===== config.mk =====
export PLATFORM = sky130hd
export DESIGN_NAME = breakpoint_curve_interpolator_unit
export DESIGN_NICKNAME = d
export VERILOG_FILES = /design/src/rtl/bci_pkg.sv /design/src/rtl/breakpoint_curve_interpolator_unit.sv /design/src/rtl/bci_ctrl.sv /design/src/rtl/bci_dpath.sv
export SDC_FILE = /design/constraint.sdc
export NUM_CORES = 2
export LEC_CHECK = 0
export ABC_CLOCK_PERIOD_IN_PS = 7800
export BUFFER_PORTS_ARGS = -buffer_cell sky130_fd_sc_hd__buf_2
export CAP_MARGIN = 20
export CELL_PAD_IN_SITES_DETAIL_PLACEMENT = 1
export CELL_PAD_IN_SITES_GLOBAL_PLACEMENT = 1
export CORE_MARGIN = 8
export CORE_UTILIZATION = 40
export CTS_CLUSTER_DIAMETER = 30
export DETAILED_ROUTE_END_ITERATION = 12
export PLACE_DENSITY_LB_ADDON = 0.05
export SYNTH_ARGS = -nofsm -noshare
export SYNTH_HDL_FRONTEND = slang
export SYNTH_SLANG_ARGS = --single-unit

===== constraint.sdc =====
create_clock -name clk -period 7.8 [get_ports clk]
set_input_delay 1.56 -clock clk [delete_from_list [all_inputs] [get_ports clk]]
set_output_delay 1.56 -clock clk [all_outputs]
set_load 0.005 [all_outputs]

===== src/rtl/bci_pkg.sv =====
package bci_pkg;

	localparam int MAX_POINTS = 16;
	localparam int IDXW       = $clog2(MAX_POINTS);
	localparam int CNTW       = $clog2(MAX_POINTS + 1);
	localparam int NSTEP      = 33;
	localparam int STEPW      = $clog2(NSTEP + 1);

	typedef enum logic [1:0] {
		OP_INSERT = 2'd0,
		OP_QUERY  = 2'd1,
		OP_CLEAR  = 2'd2,
		OP_STATUS = 2'd3
	} op_t;

	typedef enum logic [1:0] {
		ST_OK    = 2'd0,
		ST_FULL  = 2'd1,
		ST_EMPTY = 2'd2
	} status_t;

	typedef enum logic [3:0] {
		S_IDLE,
		S_INS_SCAN,
		S_INS_ADD,
		S_QRY_SCAN,
		S_MUL_INIT,
		S_MUL,
		S_DIV_INIT,
		S_DIV,
		S_QRY_FIN,
		S_MAX,
		S_OUT
	} state_t;

	typedef struct packed {
		logic            load_in;
		logic            clr;
		logic            ins_cmp;
		logic            ins_over;
		logic            ins_add;
		logic            set_full;
		logic            set_empty;
		logic            qry_cmp;
		logic            qry_clamp;
		logic            mul_init;
		logic            mul_step;
		logic            div_init;
		logic            div_step;
		logic            qry_fin;
		logic            max_step;
		logic            out_load;
		logic [IDXW-1:0] idx;
	} cmd_t;

	typedef struct packed {
		logic hit;
		logic above;
		logic last;
		logic cnt_zero;
		logic full;
	} sts_t;

endpackage


===== src/rtl/breakpoint_curve_interpolator_unit.sv =====
// Piecewise-linear curve table with up to 16 breakpoints. The time that an
// insert, status item or query takes grows with the number of stored points;
// a query's time is set by the serial scans over the table and by the
// shift-add multiply followed by the restoring divide that produce the
// interpolation fraction. One item is worked on at a time; a finished result
// waits in the output register while the next item is taken in.
module breakpoint_curve_interpolator_unit (
	input  logic               clk,
	input  logic               arst_n,
	input  logic               in_valid,
	output logic               in_stall,
	input  logic [1:0]         opcode,
	input  logic signed [31:0] point_position,
	input  logic signed [31:0] point_value,
	input  logic signed [39:0] query_position,
	output logic               out_valid,
	input  logic               out_stall,
	output logic signed [31:0] curve_value,
	output logic signed [31:0] max_value,
	output logic [4:0]         point_count,
	output logic [1:0]         status
);
	import bci_pkg::*;

	cmd_t cmd;
	sts_t sts;

	bci_ctrl u_ctrl (
		.clk       (clk),
		.arst_n    (arst_n),
		.in_valid  (in_valid),
		.in_stall  (in_stall),
		.opcode    (opcode),
		.out_valid (out_valid),
		.out_stall (out_stall),
		.sts       (sts),
		.cmd       (cmd)
	);

	bci_dpath u_dpath (
		.clk            (clk),
		.arst_n         (arst_n),
		.cmd            (cmd),
		.sts            (sts),
		.point_position (point_position),
		.point_value    (point_value),
		.query_position (query_position),
		.curve_value    (curve_value),
		.max_value      (max_value),
		.point_count    (point_count),
		.status         (status)
	);

endmodule


===== src/rtl/bci_ctrl.sv =====
module bci_ctrl (
	input  logic          clk,
	input  logic          arst_n,
	input  logic          in_valid,
	output logic          in_stall,
	input  logic [1:0]    opcode,
	output logic          out_valid,
	input  logic          out_stall,
	input  bci_pkg::sts_t sts,
	output bci_pkg::cmd_t cmd
);
	import bci_pkg::*;

	state_t           state_q, state_d;
	logic [IDXW-1:0]  idx_q;
	logic [STEPW-1:0] step_q;
	logic             idx_clr, idx_inc, step_clr, step_inc;
	logic             out_valid_q;
	logic             accept;

	assign accept    = in_valid && !in_stall;
	assign in_stall  = (state_q != S_IDLE);
	assign out_valid = out_valid_q;

	// state register
	always_ff @(posedge clk or negedge arst_n) begin
		if (!arst_n) begin
			state_q <= S_IDLE;
		end else begin
			state_q <= state_d;
		end
	end

	// scan index and step counter
	always_ff @(posedge clk or negedge arst_n) begin
		if (!arst_n) begin
			idx_q  <= '0;
			step_q <= '0;
		end else begin
			if (idx_clr) begin
				idx_q <= '0;
			end else if (idx_inc) begin
				idx_q <= idx_q + 1'b1;
			end
			if (step_clr) begin
				step_q <= '0;
			end else if (step_inc) begin
				step_q <= step_q + 1'b1;
			end
		end
	end

	// output valid: set on load, drop on transfer
	always_ff @(posedge clk or negedge arst_n) begin
		if (!arst_n) begin
			out_valid_q <= 1'b0;
		end else if (cmd.out_load) begin
			out_valid_q <= 1'b1;
		end else if (!out_stall) begin
			out_valid_q <= 1'b0;
		end
	end

	// next state and commands
	always_comb begin
		state_d  = state_q;
		cmd      = '0;
		cmd.idx  = idx_q;
		idx_clr  = 1'b0;
		idx_inc  = 1'b0;
		step_clr = 1'b0;
		step_inc = 1'b0;
		case (state_q)
			S_IDLE: begin
				idx_clr = 1'b1;
				if (accept) begin
					cmd.load_in = 1'b1;
					case (op_t'(opcode))
						OP_INSERT: state_d = S_INS_SCAN;
						OP_QUERY:  state_d = S_QRY_SCAN;
						OP_CLEAR: begin
							cmd.clr = 1'b1;
							state_d = S_MAX;
						end
						default:   state_d = S_MAX;
					endcase
				end
			end
			S_INS_SCAN: begin
				if (sts.cnt_zero) begin
					state_d = S_INS_ADD;
				end else if (sts.hit) begin
					cmd.ins_over = 1'b1;
					idx_clr      = 1'b1;
					state_d      = S_MAX;
				end else begin
					cmd.ins_cmp = 1'b1;
					idx_inc     = 1'b1;
					if (sts.last) begin
						state_d = S_INS_ADD;
					end
				end
			end
			S_INS_ADD: begin
				idx_clr = 1'b1;
				if (sts.full) begin
					cmd.set_full = 1'b1;
				end else begin
					cmd.ins_add = 1'b1;
				end
				state_d = S_MAX;
			end
			S_QRY_SCAN: begin
				if (sts.cnt_zero) begin
					cmd.set_empty = 1'b1;
					idx_clr       = 1'b1;
					state_d       = S_MAX;
				end else begin
					cmd.qry_cmp = 1'b1;
					idx_inc     = 1'b1;
					if (sts.above && idx_q == '0) begin
						cmd.qry_clamp = 1'b1;
						idx_clr       = 1'b1;
						state_d       = S_MAX;
					end else if (sts.above) begin
						idx_clr = 1'b1;
						state_d = S_MUL_INIT;
					end else if (sts.last) begin
						cmd.qry_clamp = 1'b1;
						idx_clr       = 1'b1;
						state_d       = S_MAX;
					end
				end
			end
			S_MUL_INIT: begin
				cmd.mul_init = 1'b1;
				step_clr     = 1'b1;
				state_d      = S_MUL;
			end
			S_MUL: begin
				cmd.mul_step = 1'b1;
				step_inc     = 1'b1;
				if (step_q == STEPW'(NSTEP - 1)) begin
					state_d = S_DIV_INIT;
				end
			end
			S_DIV_INIT: begin
				cmd.div_init = 1'b1;
				step_clr     = 1'b1;
				state_d      = S_DIV;
			end
			S_DIV: begin
				cmd.div_step = 1'b1;
				step_inc     = 1'b1;
				if (step_q == STEPW'(NSTEP - 1)) begin
					state_d = S_QRY_FIN;
				end
			end
			S_QRY_FIN: begin
				cmd.qry_fin = 1'b1;
				idx_clr     = 1'b1;
				state_d     = S_MAX;
			end
			S_MAX: begin
				if (sts.cnt_zero) begin
					state_d = S_OUT;
				end else begin
					cmd.max_step = 1'b1;
					idx_inc      = 1'b1;
					if (sts.last) begin
						state_d = S_OUT;
					end
				end
			end
			S_OUT: begin
				if (!out_valid_q || !out_stall) begin
					cmd.out_load = 1'b1;
					state_d      = S_IDLE;
				end
			end
			default: state_d = S_IDLE;
		endcase
	end

	// checks
	a_accept_busy: assert property (@(posedge clk) disable iff (!arst_n)
		accept |=> state_q != S_IDLE)
		else $error("accepted item did not start work");
	a_step_range: assert property (@(posedge clk) disable iff (!arst_n)
		(state_q == S_MUL || state_q == S_DIV) |-> step_q < STEPW'(NSTEP))
		else $error("step counter overran");
	a_load_slot: assert property (@(posedge clk) disable iff (!arst_n)
		cmd.out_load |-> (!out_valid_q || !out_stall))
		else $error("result overwritten before transfer");

endmodule


===== src/rtl/bci_dpath.sv =====
module bci_dpath (
	input  logic                clk,
	input  logic                arst_n,
	input  bci_pkg::cmd_t       cmd,
	output bci_pkg::sts_t       sts,
	input  logic signed [31:0]  point_position,
	input  logic signed [31:0]  point_value,
	input  logic signed [39:0]  query_position,
	output logic signed [31:0]  curve_value,
	output logic signed [31:0]  max_value,
	output logic [4:0]          point_count,
	output logic [1:0]          status
);
	import bci_pkg::*;

	logic signed [31:0] pos_q [MAX_POINTS];
	logic signed [31:0] val_q [MAX_POINTS];
	logic [CNTW-1:0]    count_q;
	logic [CNTW-1:0]    at_q;
	logic signed [31:0] ipos_q, ival_q;
	logic signed [39:0] qpos_q;
	logic signed [31:0] lo_pos_q, lo_val_q, hi_pos_q, hi_val_q;
	logic signed [31:0] curve_q, max_q;
	status_t            status_q;
	logic [32:0]        mag_q;
	logic               neg_q;
	logic [39:0]        f_q, d_q;
	logic [71:0]        acc_q;
	logic [39:0]        rem_q;
	logic [32:0]        quo_q;
	logic signed [31:0] out_curve_q, out_max_q;
	logic [4:0]         out_count_q;
	status_t            out_status_q;

	logic signed [31:0] cur_pos, cur_val;
	logic signed [39:0] cur_pos_s;
	logic signed [32:0] delta;
	logic [40:0]        trial, trial_sub;
	logic               ge;

	assign cur_pos   = pos_q[cmd.idx];
	assign cur_val   = val_q[cmd.idx];
	assign cur_pos_s = $signed({cur_pos, 8'b0});
	assign delta     = {hi_val_q[31], hi_val_q} - {lo_val_q[31], lo_val_q};
	assign trial     = {rem_q, quo_q[32]};
	assign trial_sub = trial - {1'b0, d_q};
	assign ge        = (trial >= {1'b0, d_q});

	// status toward the controller
	assign sts.hit      = (cur_pos == ipos_q);
	assign sts.above    = (cur_pos_s > qpos_q);
	assign sts.last     = ({1'b0, cmd.idx} == CNTW'(count_q - 1'b1));
	assign sts.cnt_zero = (count_q == '0);
	assign sts.full     = (count_q == CNTW'(MAX_POINTS));

	// point count
	always_ff @(posedge clk or negedge arst_n) begin
		if (!arst_n) begin
			count_q <= '0;
		end else if (cmd.clr) begin
			count_q <= '0;
		end else if (cmd.ins_add) begin
			count_q <= count_q + 1'b1;
		end
	end

	// breakpoint table: overwrite in place or open a slot and shift up
	always_ff @(posedge clk) begin
		if (cmd.ins_over) begin
			val_q[cmd.idx] <= ival_q;
		end
		if (cmd.ins_add) begin
			for (int i = 0; i < MAX_POINTS; i++) begin
				if (CNTW'(i) == at_q) begin
					pos_q[i] <= ipos_q;
					val_q[i] <= ival_q;
				end
			end
			for (int i = 1; i < MAX_POINTS; i++) begin
				if (CNTW'(i) > at_q) begin
					pos_q[i] <= pos_q[i-1];
					val_q[i] <= val_q[i-1];
				end
			end
		end
	end

	// item capture, insert slot search, bracket search
	always_ff @(posedge clk) begin
		if (cmd.load_in) begin
			ipos_q   <= point_position;
			ival_q   <= point_value;
			qpos_q   <= query_position;
			at_q     <= '0;
			curve_q  <= '0;
			status_q <= ST_OK;
		end
		if (cmd.ins_cmp && cur_pos < ipos_q) begin
			at_q <= at_q + 1'b1;
		end
		if (cmd.set_full) begin
			status_q <= ST_FULL;
		end
		if (cmd.set_empty) begin
			status_q <= ST_EMPTY;
		end
		if (cmd.qry_cmp) begin
			if (sts.above) begin
				hi_pos_q <= cur_pos;
				hi_val_q <= cur_val;
			end else begin
				lo_pos_q <= cur_pos;
				lo_val_q <= cur_val;
			end
		end
		if (cmd.qry_clamp) begin
			curve_q <= cur_val;
		end
		if (cmd.qry_fin) begin
			curve_q <= neg_q ? lo_val_q - $signed(quo_q[31:0])
			                 : lo_val_q + $signed(quo_q[31:0]);
		end
		if (cmd.max_step && (cmd.idx == '0 || cur_val > max_q)) begin
			max_q <= cur_val;
		end
	end

	// shift-add multiply, then restoring divide, one bit a cycle
	always_ff @(posedge clk) begin
		if (cmd.mul_init) begin
			neg_q <= delta[32];
			mag_q <= delta[32] ? 33'(-delta) : 33'(delta);
			f_q   <= 40'(qpos_q - $signed({lo_pos_q, 8'b0}));
			d_q   <= {32'(hi_pos_q - lo_pos_q), 8'b0};
			acc_q <= '0;
		end
		if (cmd.mul_step) begin
			acc_q <= {acc_q[70:0], 1'b0} + (mag_q[32] ? {32'b0, f_q} : 72'b0);
			mag_q <= {mag_q[31:0], 1'b0};
		end
		if (cmd.div_init) begin
			rem_q <= {1'b0, acc_q[71:33]};
			quo_q <= acc_q[32:0];
		end
		if (cmd.div_step) begin
			rem_q <= ge ? trial_sub[39:0] : trial[39:0];
			quo_q <= {quo_q[31:0], ge};
		end
	end

	// result register
	always_ff @(posedge clk) begin
		if (cmd.out_load) begin
			out_curve_q  <= curve_q;
			out_max_q    <= (count_q == '0) ? 32'sd0 : max_q;
			out_count_q  <= 5'(count_q);
			out_status_q <= status_q;
		end
	end

	assign curve_value = out_curve_q;
	assign max_value   = out_max_q;
	assign point_count = out_count_q;
	assign status      = out_status_q;

	// checks
	a_count_range: assert property (@(posedge clk) disable iff (!arst_n)
		count_q <= CNTW'(MAX_POINTS))
		else $error("point count beyond table size");
	a_full_flag: assert property (@(posedge clk) disable iff (!arst_n)
		cmd.set_full |-> count_q == CNTW'(MAX_POINTS))
		else $error("insert dropped while table not full");
	a_add_room: assert property (@(posedge clk) disable iff (!arst_n)
		cmd.ins_add |-> (count_q < CNTW'(MAX_POINTS) && at_q <= count_q))
		else $error("insert slot out of range");

endmodule


**Yosys cells after proc, flatten, opt, wreduce, memory -nomap -nowiden**

Memory sizes are Yosys's and may differ from the RTL's.
Cells that the tools add are included.

- Bits in registers: 645
- Bits in latches: 0
- RAM bits: 1,024
- Bits in read-only memories: 0
- Output and inout port bits: 73
- Word-level logic and storage cells: 368
- Memories kept: 2

- Add/sub/neg operators: 13
- Multipliers: 0
- Div/mod/pow operators: 0
- Order comparisons: 19
- Equal/unequal tests: 39
- Shift-type cells: 0
- Multiplexer cells: 204
- Bitwise gates (word level): 31
- Reductions and logical operators: 32

Memories:

| name | words | width | rd ports | clocked after Yosys merged registers in | wr ports | RTL line | RTL |
|---|---|---|---|---|---|---|---|
| u_dpath.pos_q | 16 | 32 | 16 | 0 | 16 | bci_dpath.sv:16 | `logic signed [31:0] pos_q [MAX_POINTS];` |
| u_dpath.val_q | 16 | 32 | 16 | 0 | 16 | bci_dpath.sv:17 | `logic signed [31:0] val_q [MAX_POINTS];` |

Operators with widths:

| cell | count |
|---|---|
| 32-bit two-way mux | 35 |
| 33-bit two-way mux | 5 |
| 40-bit two-way mux | 4 |
| 72-bit two-way mux | 2 |
| 1-bit two-way mux | 123 |
| 40-bit subtractor | 2 |
| 72-bit adder | 1 |
| 4-bit two-way mux | 16 |
| 32-bit subtractor | 2 |
| 41-bit by 40-bit >= comparator with 1-bit output | 1 |
| 4-bit by 5-bit == test with 1-bit output (first input constant) | 8 |
| 4-bit by 5-bit > comparator with 1-bit output (first input constant) | 8 |
| 40-bit > comparator | 1 |
| 4-bit one-hot mux with 10 select lines | 1 |
| 33-bit negation | 1 |
| 32-bit by 32-bit subtractor with 33-bit output | 1 |
| 32-bit adder | 1 |
| 32-bit == test | 1 |
| 32-bit > comparator | 1 |
| 32-bit less-than comparator | 1 |
| 32-bit OR reduction | 1 |
| 1-bit OR | 30 |
| 3-bit by 5-bit == test with 1-bit output (first input constant) | 4 |
| 3-bit by 5-bit > comparator with 1-bit output (first input constant) | 4 |
| 42 further kinds | 84 |

**Logic depth before layout (Yosys ltp)**

- Word-level depth: 9
- Gate-level depth with buffers: 23

**Hierarchy**

From an unflattened synthesis, not the netlist that was laid out.

- Cell total of the unflattened synthesis: 6,367
- Area total of the unflattened synthesis: 86,982.2 µm²

By module, submodules not included:

| module | instances | cells an instance | area an instance (µm²) | sequential area each (µm²) |
|---|---|---|---|---|
| bci_dpath | 1 | 6,229 | 85,813.6 | 49,612.6 |
| bci_ctrl | 1 | 138 | 1,168.6 | 375.4 |

**Least setup slack after synthesis**

Ideal clock, no wire load.

- Path kind: register -> register
- From: register u_ctrl.idx_q[0]
- To: register u_dpath.lo_pos_q[0] (enable)
- Setup time: 0.486 ns
- Arrival: 7.503 ns
- Required time: 7.314 ns
- Slack: -0.189 ns
- Stages on the path, launching flop included: 17
- Clock period less this slack: 7.989 ns
- Cells stage by stage: dfrtp_1 > clkbuf_1 > clkbuf_1 > clkbuf_1 > buf_1 > mux4_2 > mux4_2 > ha_1 > nand4_1 > or3_1 > nor4_1 > and3_1 > a221oi_1 > a21o_1 > and3_1 > buf_2 > nor2_1

- Longest elaborated chain between the ends: 4

RTL lines:

| what | RTL line | RTL |
|---|---|---|
| from (decl) | bci_ctrl.sv:15 | `logic [IDXW-1:0] idx_q;` |
| from (signal assigned) | bci_ctrl.sv:43 | `idx_q <= idx_q + 1'b1;` |
| memory read 16 x 32 bit | n/a |  |
| net u_dpath.cur_pos[31] | bci_dpath.sv:35 | `logic signed [31:0] cur_pos, cur_val;` |
| 40-bit > comparator | bci_dpath.sv:51 | `assign sts.above = (cur_pos_s > qpos_q);` |
| 1-bit NOT (no source line) | n/a |  |
| 2-bit AND reduction (no source line) | n/a |  |
| to (signal assigned) | bci_dpath.sv:112 | `lo_pos_q <= cur_pos;` |
| to (decl) | bci_dpath.sv:22 | `logic signed [31:0] lo_pos_q, lo_val_q, hi_pos_q, hi_val_q;` |

The timed path passes the listed nets, and every way through them passes these cells.
A chain may end at the register's enable or synchronous reset.

==> flow_metrics.env <==
export IMPL_p_leak_uw=0.0383
export IMPL_relSlewSlack=0.275
export IMPL_finalClockSkew_ns=0.0733
export IMPL_cp_arrival_ns=7.36
export IMPL_grt_pass1_wl_um=416000
export IMPL_num_nets_final=7143
export IMPL_grt_max_degree=88
export IMPL_ant_nets=0
export IMPL_avgSynthCellArea_um2=13.8
export IMPL_die_h_um=482
export IMPL_max_cap_violations=0
export IMPL_final_common_cell="edfxtp_1"
export IMPL_fin_ws_ns=1.09
export IMPL_tightest_slew_ns=1.09
export IMPL_p_per_area_nw_per_um2=395
export IMPL_rr_worst_depth=11
export IMPL_timing_fmax_mhz=149
export IMPL_crit_fanout=43
export IMPL_hold_path_class="reg -> reg"
export IMPL_drv_slew=0
export IMPL_ys_ff_latch=1669
export IMPL_period_needed_ns=6.71
export IMPL_overflow=0
export IMPL_worst_ep_required_time_ns=8.45
export IMPL_syn_num_nets=6729
export IMPL_path_clk_slew_ns=0.05
export IMPL_path_class="reg -> reg"
export IMPL_power_uw=42000
export IMPL_area_growth_pct=22.4
export IMPL_place_inst=9134
export IMPL_ios=183
export IMPL_final_cell_count_no_fill=9932
export IMPL_cts_buffers=439
export IMPL_core_area_um2=217000
export IMPL_synth_edf_count=1646
export IMPL_start_util=0.402
export IMPL_r2r_slack_ns=1.09
export IMPL_reg2reg_from="u_ctrl.idx_q[0]"
export IMPL_drive_above_1_share=0.301
export IMPL_clock_sinks=1669
export IMPL_critPathLaunchType="register"
export IMPL_grt_pass1_vias=60000
export IMPL_drt_iter0_markers=4195
export IMPL_endpoint="u_dpath.val_q[5][5]"
export IMPL_place_hpwl_um=182000
export IMPL_grtUsageTotal=0.241
export IMPL_wl_um=285000
export IMPL_yosysUniqueCellTypes=98
export IMPL_setup_violations=0
export IMPL_via_per_inst=5.72
export IMPL_outcome="finished, final reports clean"
export IMPL_ys_warn_count=0
export IMPL_antenna_found_initial=17
export IMPL_die_area_um2=233000
export IMPL_holdWs_ns=0.428
export IMPL_finalHoldViolations=0
export IMPL_cp_startpoint="u_ctrl.idx_q[0]"
export IMPL_die_w_um=482
export IMPL_ys_flop_type="edfxtp_1"
export IMPL_synthCells=6308
export IMPL_h_tree_depth=5
export IMPL_peakVddDrop_v=0.000224
export IMPL_rr_endpoint="u_dpath.val_q[5][5]"
export IMPL_cts_tree="done"
export IMPL_rows=171
export IMPL_async_reset_ff_frac=0.0120
export IMPL_endpoint_kind="register"
export IMPL_wl_per_cell_um=28.7
export IMPL_rsz0062_at_grt="false"
export IMPL_cts_resized_gates=0
export IMPL_mappedNetlistArea_um2=86900
export IMPL_cts_buffer_depth=4
export IMPL_finalSetupTns_ns=0
export IMPL_period_share=0.860
export IMPL_layout_common_cells="edfxtp_1 (1646), mux2_2 (743), nand2_1 (559)"
export IMPL_ys_seq_area_frac=0.575
export IMPL_cts_hold_buffers=0
export IMPL_firstDrtPassIters=5
export IMPL_dp_slack_ns=0.997
export IMPL_place_congestion=0.843
export IMPL_portBuffers=182
export IMPL_clockRootBuffer="clkbuf_16"
export IMPL_drc=0
export IMPL_vias=56800
export IMPL_cts_setup_buffers=0
export IMPL_clock_latency_ns=0.97
==> per-stage QoR <==
stage	cell area (um2)	util
final	106000	0.491
after global routing	106000	0.491
after CTS	106000	0.491
after detailed placement	91500	0.423
after global placement	91500	0.423
after floorplan	86900	-
==> cell families after synthesis <==
group	share of synthesized area
multiplexers	0.181
flip-flops	0.575
adder cells (fa/ha/maj)	0.0453
buffers and inverters	0.0262
AO/OA/AOI/OAI	0.0767
XOR/XNOR	0.0251
AND/OR/NAND/NOR	0.0705
==> cell type report <==
cell class	count	area, um2
fill	21300	110000
sequential	1669	50000
multi-input combinational	4051	35100
clock buffer	502	11300
tap	2854	3570
clock inverter	291	3520
timing repair buffer	292	1890
inverter	269	1020
antenna	4	10.0
==> synth_stat cells, types with 51 or more instances <==
cell	number	area (um2)
nor2_1	282	1060
nand3_1	69	345
inv_1	267	1000
mux4_2	320	7210
and2_1	63	394
mux2_2	743	8370
clkbuf_1	222	833
a21o_1	134	1010
ha_1	305	3820
nor3_1	57	285
xnor2_1	162	1420
o21ai_0	421	2110
edfxtp_1	1646	49400
nand2_1	566	2120
buf_1	51	191
a21oi_1	248	1240
xor2_1	87	762
==> power breakdown <==
group,internal [uW],switching (uW),leakage (uW)
combinational,4280,6550,0.0159
clock,12700,5450,0.00720
sequential,11900,1020,0.0152
==> critical path: stages (launching register included) <==
cell and delay [ns]:
dfrtp_4 1.04, buf_12 0.34, mux4_2 0.55, mux4_2 0.64, ha_1 0.37, nand4_1 0.15
nor4_1 0.60, nand3_1 0.47, or3_1 0.65, nor3b_1 0.48, a21o_2 0.71, buf_4 0.31
==> registers in the layout, summed over array words and instances, names as in the netlist, 5 cells and up <==
| signal | count |
|---|---|
| u_dpath.d_q | 32 |
| u_dpath.f_q | 40 |
| u_dpath.curve_value | 32 |
| u_dpath.pos_q | 512 |
| u_dpath.max_q | 32 |
| u_dpath.curve_q | 32 |
| u_dpath.quo_q | 33 |
| u_dpath.point_count | 5 |
| u_dpath.lo_pos_q | 32 |
| u_dpath.hi_val_q | 32 |
| u_dpath.lo_val_q | 32 |
| u_dpath.count_q | 5 |
| u_dpath.ival_q | 32 |
| u_dpath.ipos_q | 32 |
| u_dpath.mag_q | 33 |
| u_dpath.val_q | 512 |
| u_dpath.hi_pos_q | 32 |
| u_dpath.qpos_q | 40 |
| u_dpath.at_q | 5 |
| u_dpath.max_value | 32 |
| u_dpath.acc_q | 72 |
| u_ctrl.step_q | 6 |
| u_dpath.rem_q | 40 |
==> worst min-delay path by stage <==
| stage | depth (start not counted) | slack [ns] | to | startpoint |
|---|---|---|---|---|
| 3_3_place_gp | 0 | 0.41 | u_dpath.curve_value[8] | u_dpath.curve_q[8] |
| 5_1_grt | 0 | 0.43 | u_dpath.curve_value[8] | u_dpath.curve_q[8] |
| 2_1_floorplan | 0 | 0.40 | u_dpath.curve_value[0] | u_dpath.curve_q[0] |
| 4_1_cts | 0 | 0.43 | u_dpath.curve_value[6] | u_dpath.curve_q[6] |
| 6_report | 0 | 0.43 | u_dpath.curve_value[8] | u_dpath.curve_q[8] |
| 3_5_place_dp | 0 | 0.42 | u_dpath.curve_value[6] | u_dpath.curve_q[6] |
==> metal layers <==
metal,GRT usage,share of wire,vias up
met5,0,0.000081,-
met4,0.0733,0.029,4
met3,0.0383,0.053,496
met2,0.389,0.47,1631
met1,0.336,0.45,29500
li1,-,-,25100
No activity file was read; power rests on OpenSTA's default activity.
